[config.mk]
export PLATFORM = sky130hd
export DESIGN_NAME = ring_fifo_min_max_query_core
export DESIGN_NICKNAME = d
export VERILOG_FILES = /design/src/sv/rfmmq_pkg.sv /design/src/sv/ring_fifo_min_max_query_core.sv /design/src/sv/rfmmq_ram.sv /design/src/sv/rfmmq_ctrl.sv /design/src/sv/rfmmq_dp.sv
export SDC_FILE = /design/constraint.sdc
export NUM_CORES = 2
export LEC_CHECK = 0
export BUFFER_PORTS_ARGS = -buffer_cell sky130_fd_sc_hd__buf_2
export CAP_MARGIN = 20
export CELL_PAD_IN_SITES_DETAIL_PLACEMENT = 1
export CELL_PAD_IN_SITES_GLOBAL_PLACEMENT = 1
export CORE_MARGIN = 5
export CORE_UTILIZATION = 49
export DETAILED_ROUTE_END_ITERATION = 7
export GPL_TIMING_DRIVEN = 0
export HOLD_SLACK_MARGIN = 0.03
export PLACE_DENSITY_LB_ADDON = 0.1
export RECOVER_POWER = 25
export SKIP_CTS_REPAIR_TIMING = 1
export SYNTH_ARGS = -nofsm -noshare
export SYNTH_HDL_FRONTEND = slang
export SYNTH_SLANG_ARGS = --single-unit
[constraint.sdc]
create_clock -name clk -period 4.87 [get_ports clk]
set_input_delay 0.974 -clock clk [delete_from_list [all_inputs] [get_ports clk]]
set_output_delay 0.974 -clock clk [all_outputs]
set_load 0.02 [all_outputs]
[src/sv/rfmmq_pkg.sv]
`timescale 1ns / 1ps
// Shared types and constants for the ring FIFO with min/max query.
// Used by the controller, the datapath and the top level; depends on nothing.
package rfmmq_pkg;

	localparam int VAL_W     = 10;
	localparam int ACT_W     = 2;
	localparam int STAT_W    = 2;
	localparam int CNT_W     = 9;
	localparam int DEPTH_DEF = 256;

	typedef enum logic [ACT_W-1:0] {
		ACT_PUSH = 2'd0,
		ACT_POP  = 2'd1,
		ACT_QMAX = 2'd2,
		ACT_QMIN = 2'd3
	} action_t;

	typedef enum logic [STAT_W-1:0] {
		ST_OK    = 2'd0,
		ST_FULL  = 2'd1,
		ST_EMPTY = 2'd2
	} status_t;

	typedef struct packed {
		logic [ACT_W-1:0] action;
		logic [VAL_W-1:0] value;
	} item_t;

	typedef struct packed {
		logic [VAL_W-1:0]  front_value;
		logic [VAL_W-1:0]  back_value;
		logic              is_empty;
		logic [STAT_W-1:0] status;
		logic [VAL_W-1:0]  extreme_value;
		logic [CNT_W-1:0]  extreme_count;
	} result_t;

	// Commands from the controller to the datapath.
	typedef struct packed {
		logic              push;
		logic              pop;
		logic              qry_start;
		logic              qry_max;
		logic              pop_load;
		logic              scan;
		logic              finish;
		logic [STAT_W-1:0] status;
	} ctl_cmd_t;

	// Status from the datapath to the controller.
	typedef struct packed {
		logic empty;
		logic full;
		logic scan_last;
	} dp_stat_t;

endpackage

[src/sv/ring_fifo_min_max_query_core.sv]
`timescale 1ns / 1ps
// Ring FIFO with min/max query: top level joining controller, datapath and store.
// Push, and any rejected or empty-queue transaction: result appears in the cycle after accept.
// Pop: result after the S_POP state, which loads the new front (one registered RAM read).
// Query: S_SCAN reads every stored entry, one stored entry per cycle through the single read port.
// The result strobe lasts one cycle and cannot be stalled; busy is low during it.
// Asynchronous reset empties the queue; store contents stay undefined until written.
module ring_fifo_min_max_query_core #(
	parameter int DEPTH = rfmmq_pkg::DEPTH_DEF
) (
	input  logic               clk,
	input  logic               arst_n,
	input  logic               start,
	output logic               busy,
	input  rfmmq_pkg::item_t   item,
	output logic               done,
	output rfmmq_pkg::result_t result
);

	rfmmq_pkg::ctl_cmd_t cmd;
	rfmmq_pkg::dp_stat_t stat;

	rfmmq_ctrl u_ctrl (
		.clk        (clk),
		.arst_n     (arst_n),
		.start      (start),
		.item_action(item.action),
		.stat       (stat),
		.cmd        (cmd),
		.busy       (busy),
		.done       (done)
	);

	rfmmq_dp #(
		.DEPTH(DEPTH)
	) u_dp (
		.clk   (clk),
		.arst_n(arst_n),
		.item  (item),
		.cmd   (cmd),
		.stat  (stat),
		.result(result)
	);

endmodule

[src/sv/rfmmq_ram.sv]
`timescale 1ns / 1ps
// Generic single-write, single-read RAM with a registered read port.
// Stand-alone; no package dependency.
module rfmmq_ram #(
	parameter int WIDTH = 10,
	parameter int DEPTH = 256
) (
	input  logic                     clk,
	input  logic                     we,
	input  logic [$clog2(DEPTH)-1:0] waddr,
	input  logic [WIDTH-1:0]         wdata,
	input  logic [$clog2(DEPTH)-1:0] raddr,
	output logic [WIDTH-1:0]         rdata
);

	logic [WIDTH-1:0] mem [DEPTH];
	logic [WIDTH-1:0] rdata_q;

	always_ff @(posedge clk) begin
		if (we) begin
			mem[waddr] <= wdata;
		end
		rdata_q <= mem[raddr];
	end

	assign rdata = rdata_q;

endmodule

[src/sv/rfmmq_ctrl.sv]
`timescale 1ns / 1ps
// Controller state machine: accepts transactions, sequences pops and scans.
// Depends on rfmmq_pkg for the command and status structs and the codes.
module rfmmq_ctrl (
	input  logic                           clk,
	input  logic                           arst_n,
	input  logic                           start,
	input  logic [rfmmq_pkg::ACT_W-1:0]    item_action,
	input  rfmmq_pkg::dp_stat_t            stat,
	output rfmmq_pkg::ctl_cmd_t            cmd,
	output logic                           busy,
	output logic                           done
);

	typedef enum logic [1:0] {
		S_IDLE,
		S_POP,
		S_SCAN
	} state_t;

	state_t state_q;
	state_t state_d;
	logic   busy_q;
	logic   done_q;

	always_comb begin
		cmd     = '0;
		state_d = state_q;
		case (state_q)
			S_IDLE: begin
				if (start) begin
					case (item_action)
						rfmmq_pkg::ACT_PUSH: begin
							cmd.finish = 1'b1;
							if (stat.full) begin
								cmd.status = rfmmq_pkg::ST_FULL;
							end else begin
								cmd.push   = 1'b1;
								cmd.status = rfmmq_pkg::ST_OK;
							end
						end
						rfmmq_pkg::ACT_POP: begin
							if (stat.empty) begin
								cmd.finish = 1'b1;
								cmd.status = rfmmq_pkg::ST_EMPTY;
							end else begin
								cmd.pop = 1'b1;
								state_d = S_POP;
							end
						end
						rfmmq_pkg::ACT_QMAX, rfmmq_pkg::ACT_QMIN: begin
							if (stat.empty) begin
								cmd.finish = 1'b1;
								cmd.status = rfmmq_pkg::ST_OK;
							end else begin
								cmd.qry_start = 1'b1;
								cmd.qry_max   = (item_action == rfmmq_pkg::ACT_QMAX);
								state_d       = S_SCAN;
							end
						end
						default: begin
							cmd.finish = 1'b1;
						end
					endcase
				end
			end
			S_POP: begin
				// The new front entry arrives from the RAM in this cycle.
				cmd.pop_load = 1'b1;
				cmd.finish   = 1'b1;
				cmd.status   = rfmmq_pkg::ST_OK;
				state_d      = S_IDLE;
			end
			S_SCAN: begin
				cmd.scan   = 1'b1;
				cmd.status = rfmmq_pkg::ST_OK;
				if (stat.scan_last) begin
					cmd.finish = 1'b1;
					state_d    = S_IDLE;
				end
			end
			default: begin
				state_d = S_IDLE;
			end
		endcase
	end

	always_ff @(posedge clk or negedge arst_n) begin
		if (!arst_n) begin
			state_q <= S_IDLE;
			busy_q  <= 1'b0;
			done_q  <= 1'b0;
		end else begin
			state_q <= state_d;
			busy_q  <= (state_d != S_IDLE);
			done_q  <= cmd.finish;
		end
	end

	assign busy = busy_q;
	assign done = done_q;

	a_done_not_busy: assert property (@(posedge clk) disable iff (!arst_n)
		done_q |-> !busy_q)
		else $error("result strobe while a transaction is still in progress");

	a_pop_seq: assert property (@(posedge clk) disable iff (!arst_n)
		(state_q == S_IDLE && start && item_action == rfmmq_pkg::ACT_POP && !stat.empty)
		|=> (state_q == S_POP))
		else $error("pop on a non-empty queue did not enter the load state");

	a_pop_done: assert property (@(posedge clk) disable iff (!arst_n)
		(state_q == S_POP) |=> (done_q && state_q == S_IDLE))
		else $error("pop load did not complete in one cycle");

	a_busy_state: assert property (@(posedge clk) disable iff (!arst_n)
		(busy_q == (state_q != S_IDLE)))
		else $error("busy does not track the controller state");

endmodule

[src/sv/rfmmq_dp.sv]
`timescale 1ns / 1ps
// Datapath: ring pointers, occupancy, front/back registers, scan unit and store.
// Depends on rfmmq_pkg and instantiates rfmmq_ram.
module rfmmq_dp #(
	parameter int DEPTH = rfmmq_pkg::DEPTH_DEF
) (
	input  logic                clk,
	input  logic                arst_n,
	input  rfmmq_pkg::item_t    item,
	input  rfmmq_pkg::ctl_cmd_t cmd,
	output rfmmq_pkg::dp_stat_t stat,
	output rfmmq_pkg::result_t  result
);

	localparam int AW = (DEPTH > 1) ? $clog2(DEPTH) : 1;
	localparam int OW = $clog2(DEPTH + 1);
	localparam int VW = rfmmq_pkg::VAL_W;
	localparam int CW = rfmmq_pkg::CNT_W;

	logic [AW-1:0]                  head_q;
	logic [AW-1:0]                  tail_q;
	logic [OW-1:0]                  occ_q;
	logic [VW-1:0]                  front_q;
	logic [VW-1:0]                  back_q;
	logic [AW-1:0]                  scan_ptr_q;
	logic [OW-1:0]                  scan_idx_q;
	logic                           qry_max_q;
	logic [rfmmq_pkg::STAT_W-1:0]   status_q;
	logic [VW-1:0]                  ext_val_q;
	logic [CW-1:0]                  ext_cnt_q;

	logic [AW-1:0] head_inc;
	logic [AW-1:0] raddr;
	logic [VW-1:0] rdata;
	logic [VW-1:0] ext_val_d;
	logic [CW-1:0] ext_cnt_d;
	logic          better;

	function automatic logic [AW-1:0] ring_inc(input logic [AW-1:0] p);
		logic [AW-1:0] r;
		if (p == AW'(DEPTH - 1)) begin
			r = '0;
		end else begin
			r = p + AW'(1);
		end
		return r;
	endfunction

	assign head_inc = ring_inc(head_q);

	// A pop fetches the entry behind the current front; a query starts at the front.
	always_comb begin
		if (cmd.pop) begin
			raddr = head_inc;
		end else if (cmd.qry_start) begin
			raddr = head_q;
		end else begin
			raddr = scan_ptr_q;
		end
	end

	rfmmq_ram #(
		.WIDTH(VW),
		.DEPTH(DEPTH)
	) u_store (
		.clk  (clk),
		.we   (cmd.push),
		.waddr(tail_q),
		.wdata(item.value),
		.raddr(raddr),
		.rdata(rdata)
	);

	// Running extreme: the first entry seeds it, later ones replace or count.
	always_comb begin
		better = qry_max_q ? (rdata > ext_val_q) : (rdata < ext_val_q);
		if (scan_idx_q == '0 || better) begin
			ext_val_d = rdata;
			ext_cnt_d = CW'(1);
		end else if (rdata == ext_val_q) begin
			ext_val_d = ext_val_q;
			ext_cnt_d = ext_cnt_q + CW'(1);
		end else begin
			ext_val_d = ext_val_q;
			ext_cnt_d = ext_cnt_q;
		end
	end

	always_ff @(posedge clk or negedge arst_n) begin
		if (!arst_n) begin
			head_q     <= '0;
			tail_q     <= '0;
			occ_q      <= '0;
			scan_idx_q <= '0;
			status_q   <= rfmmq_pkg::ST_OK;
		end else begin
			if (cmd.push) begin
				tail_q <= ring_inc(tail_q);
				occ_q  <= occ_q + OW'(1);
			end
			if (cmd.pop) begin
				head_q <= head_inc;
				occ_q  <= occ_q - OW'(1);
			end
			if (cmd.qry_start) begin
				scan_idx_q <= '0;
			end else if (cmd.scan) begin
				scan_idx_q <= scan_idx_q + OW'(1);
			end
			if (cmd.finish) begin
				status_q <= cmd.status;
			end
		end
	end

	always_ff @(posedge clk) begin
		if (cmd.push) begin
			back_q <= item.value;
			if (occ_q == '0) begin
				front_q <= item.value;
			end
		end
		if (cmd.pop_load) begin
			front_q <= rdata;
		end
		if (cmd.qry_start) begin
			scan_ptr_q <= head_inc;
			qry_max_q  <= cmd.qry_max;
		end else if (cmd.scan) begin
			scan_ptr_q <= ring_inc(scan_ptr_q);
		end
		if (cmd.scan) begin
			ext_val_q <= ext_val_d;
			ext_cnt_q <= ext_cnt_d;
		end else if (cmd.finish) begin
			ext_val_q <= '0;
			ext_cnt_q <= '0;
		end
	end

	assign stat.empty     = (occ_q == '0);
	assign stat.full      = (occ_q == OW'(DEPTH));
	assign stat.scan_last = (scan_idx_q == occ_q - OW'(1));

	assign result.front_value   = stat.empty ? '0 : front_q;
	assign result.back_value    = stat.empty ? '0 : back_q;
	assign result.is_empty      = stat.empty;
	assign result.status        = status_q;
	assign result.extreme_value = ext_val_q;
	assign result.extreme_count = ext_cnt_q;

	a_occ_range: assert property (@(posedge clk) disable iff (!arst_n)
		occ_q <= OW'(DEPTH))
		else $error("occupancy exceeds the queue depth");

	a_occ_change: assert property (@(posedge clk) disable iff (!arst_n)
		!$stable(occ_q) |-> $past(cmd.push || cmd.pop))
		else $error("occupancy changed without a push or pop");

	a_push_room: assert property (@(posedge clk) disable iff (!arst_n)
		cmd.push |-> !stat.full)
		else $error("write issued to a full queue");

	a_pop_data: assert property (@(posedge clk) disable iff (!arst_n)
		cmd.pop |-> !stat.empty)
		else $error("pop issued on an empty queue");

endmodule
==> metrics.txt <==
share of cells above drive strength 1=24.16%; DR iter-0 viols=9275; Post-Synthesis Cells=5660; RD Place Congestion=0.9438; worst setup margin=-0.2227 ns; antenna violations before repair=19; max-cap violation count=12; Crit path required time=5.66 ns; first-pass detailed-route iteration total=6; first-pass GRT wire length=498.7 mm; reg2reg end=u_dp.u_store.rdata[9]; RSZ-0062 raised after global routing=true; crit-path cells=inv_2, ha_4, or4b_4, o21ai_4, a211o_4, buf_4, buf_6, buf_4, mux4_2, and3_1, a211oi_4, nand4_1, nor3_4, nor4_4; DRC errors left=0; core area=211900 sq um; Critical-path top delay cell=nor3_4; mux cell area share after synthesis=10.93%; post-synthesis sequential area ratio=76.33%; Hold Crit Class=input port to flip-flop; total negative slack=-6.070 ns; H-tree levels=5; critical path arrival=5.88 ns; LEAKAGE=0.03933 uW; Hold Violations, Final=0; R2R cell count=14; Max Slew Vio Count=1144; routed wire length=366.3 mm; CP max stage delay=0.59 ns; Worst Hold End=u_dp.back_q[8]; RR Startpoint=u_dp.occ_q[0]; hpwl dp=247.4 mm; Period minus WS final=5.093 ns; Synth async-reset ratio=1.505%; Synth Area in Compound Gates=4.087%; WHS Path Cells=1; pin count of the biggest net entering global routing=151; Final period util=104.6%; vias per std cell=6.590; startpoint types=flip-flop; synth unique cells=82; Die X=471.1 um; r2r setup slk=-0.22 ns; total congestion overflow=0; slew of the pin with the lowest slew margin=4.591 ns; io pins=59; worst path bufs/invs=4; Placement Rows=169; number of synthesized flops with an enable pin=2608; NumNets Final=6277; Worst Path Class, Setup=flip-flop to flip-flop; fraction of the mapped netlist area in adder cells=0.2522%; WL per Instance=39.43 um; clock tree buffer depth=4; CTS Buf Count=296; Final Setup Violations=69; endpoint type of the worst setup path=flip-flop; All-Layer GR Usage=32.50%; IO Port Bufs=58; outcome=finished with violations; Synth Area in Simple Gates=6.016%; Synth Area in XOR/XNOR=0.4456%; clk sink count=2658; die height=471.1 um; Syn Nets=5696; power density over cell area=636.1 nW/um^2; Synth Flop Type=edfxtp_1; vias in the first global route=60090; via count=61210; Post-Syn Area=104200 sq um; root buffer cell=clkbuf_16; Final Core Density=57.29%; Synth-to-Final Area Change=16.53%; die area=221900 sq um; most used cell, CP=buf_4; Syn. warnings=0; hold path start=item[8]; clk slew on worst S/H paths=0.06 ns; Initial Util=49.17%; Post-DRT Antenna Nets=0; CP max FO=11; crit-path leading delay family=simple AND/OR/NAND/NOR gates; CTS tree=built; post-synthesis register bit count=2658; Final Skew=0.06245 ns; main combinational cell family by area after synthesis=multiplexers; Avg Inst Size Synth=18.41 sq um; Clk Latency, worst-skew pair=0.95 ns; peak supply drop=440.4 uV; achievable clock frequency=196.4 MHz; Rel. slew slack=-206.1%; failing checks=max-capacitance violations, max-slew violations, negative setup slack
state kept, by name (all words and copies together), names as in the netlist:
register,flops
u_dp.status_q,2
u_ctrl.done,1
u_ctrl.busy,1
u_dp.scan_idx_q,9
u_dp.head_q,8
u_dp.qry_max_q,1
u_dp.front_q,10
u_dp.ext_val_q,10
u_dp.u_store.rdata,10
u_dp.u_store.mem,2560
u_dp.tail_q,8
u_dp.scan_ptr_q,8
u_dp.occ_q,9
u_dp.back_q,10
u_dp.ext_cnt_q,9
u_ctrl.state_q,2
synth_stat cells (83+ instances only):
| cell | number | share of area, % |
|---|---|---|
| edfxtp_1 | 2608 | 75 |
| nand2_1 | 639 | 2.3 |
| mux4_2 | 451 | 9.8 |
| nor2_1 | 293 | 1.1 |
| clkbuf_1 | 161 | 0.58 |
| a22oi_1 | 146 | 1.1 |
| nand3_1 | 144 | 0.69 |
| a21oi_1 | 133 | 0.64 |
| mux2i_1 | 111 | 1.1 |
| a32oi_1 | 105 | 0.88 |
| nand4_1 | 96 | 0.58 |
| o211ai_1 | 85 | 0.61 |
| buf_2 | 83 | 0.40 |
per-layer routing:
metal / GRT usage, % / part of all wire, % / vias to the layer above
met5: 0 / 0.0079 / -
met3: 8.335 / 11 / 676
met2: 48.85 / 46 / 3869
li1: - / - / 23940
met4: 15.01 / 5.2 / 4
met1: 45.05 / 38 / 32720
cell families (layout without fill, tap and decap cells):
logic type,after synthesis,in the layout
other,0,12
XOR/XNOR,53,53
multiplexers,572,572
flip-flops,2658,2658
buffers and inverters,370,1166
adder cells (fa/ha/maj),21,21
AND/OR/NAND/NOR,1394,1394
AO/OA/AOI/OAI,592,592
through the flow:
stage               setup slack (ns)  hold slack [ns]  power, uW  instance area [sq um]  instances
finish                       -0.2227           0.3970      77220                 121400       9289
global route                 -0.2658           0.3612      78930                 121400       9281
CTS                           -2.130           0.1923      74670                 119200       9174
detailed placement            -2.147           0.4823      52830                 109900       8661
global placement              -2.965           0.4642      52180                 108000       8539
floorplan                      1.090           0.5121      39920                 104200       5660
cell type report:
type	instances	area, sq um
Sequential cell	2658	79520
Antenna cell	12	30.03
Timing Repair Buffer	284	2806
Fill cell	18590	90480
Multi-Input combinational cell	2632	23750
Clock inverter	146	1394
Inverter	26	97.59
Tap cell	2821	3530
Clock buffer	367	7949
Buffer	343	2322
worst max path at each step:
stage / depth (start not counted) / endpoint / startpoint
6_report: 14 / u_dp.u_store.rdata[9] / u_dp.occ_q[0]
3_3_place_gp: 13 / u_dp.u_store.rdata[8] / start
5_1_grt: 17 / u_dp.u_store.rdata[0] / u_dp.occ_q[0]
4_1_cts: 14 / u_dp.u_store.rdata[9] / u_dp.occ_q[0]
3_5_place_dp: 12 / u_dp.u_store.rdata[9] / start
2_1_floorplan: 12 / u_dp.u_store.rdata[2] / start
power by group:
| group | switching, uW | total (uW) | internal, uW | leakage (uW) |
|---|---|---|---|---|
| clock network | 9050 | 22100 | 13000 | 0.00456 |
| logic | 19800 | 29300 | 9540 | 0.0107 |
| registers | 275 | 25800 | 25500 | 0.0241 |
placed cells by master (no fill, tap or decap), types with 13 or more instances in the layout:
master and instances:
clkbuf_16 310, nand4_1 96, and3_1 56, a32oi_1 102
inv_1 23, clkinv_1 65, nor3_4 30, nand2_1 636
bufinv_16 28, mux4_2 451, ha_1 20, nor2_1 238
clkbuf_2 70, edfxtp_1 2608, xor2_1 26, dfrtp_1 38
buf_16 23, o211ai_1 85, clkbuf_4 33, a21oi_1 130
nor3_2 15, buf_6 83, clkbuf_1 156, nor3_1 21
nand3_1 143, a22oi_1 134, buf_4 151, buf_2 107
buf_12 13, buf_8 35, xnor2_1 27, and2_1 37
mux2i_1 111, a31oi_1 14, o21ai_0 22, clkinv_2 41
nor2_2 50
No activity file was read; power rests on OpenSTA's default activity.
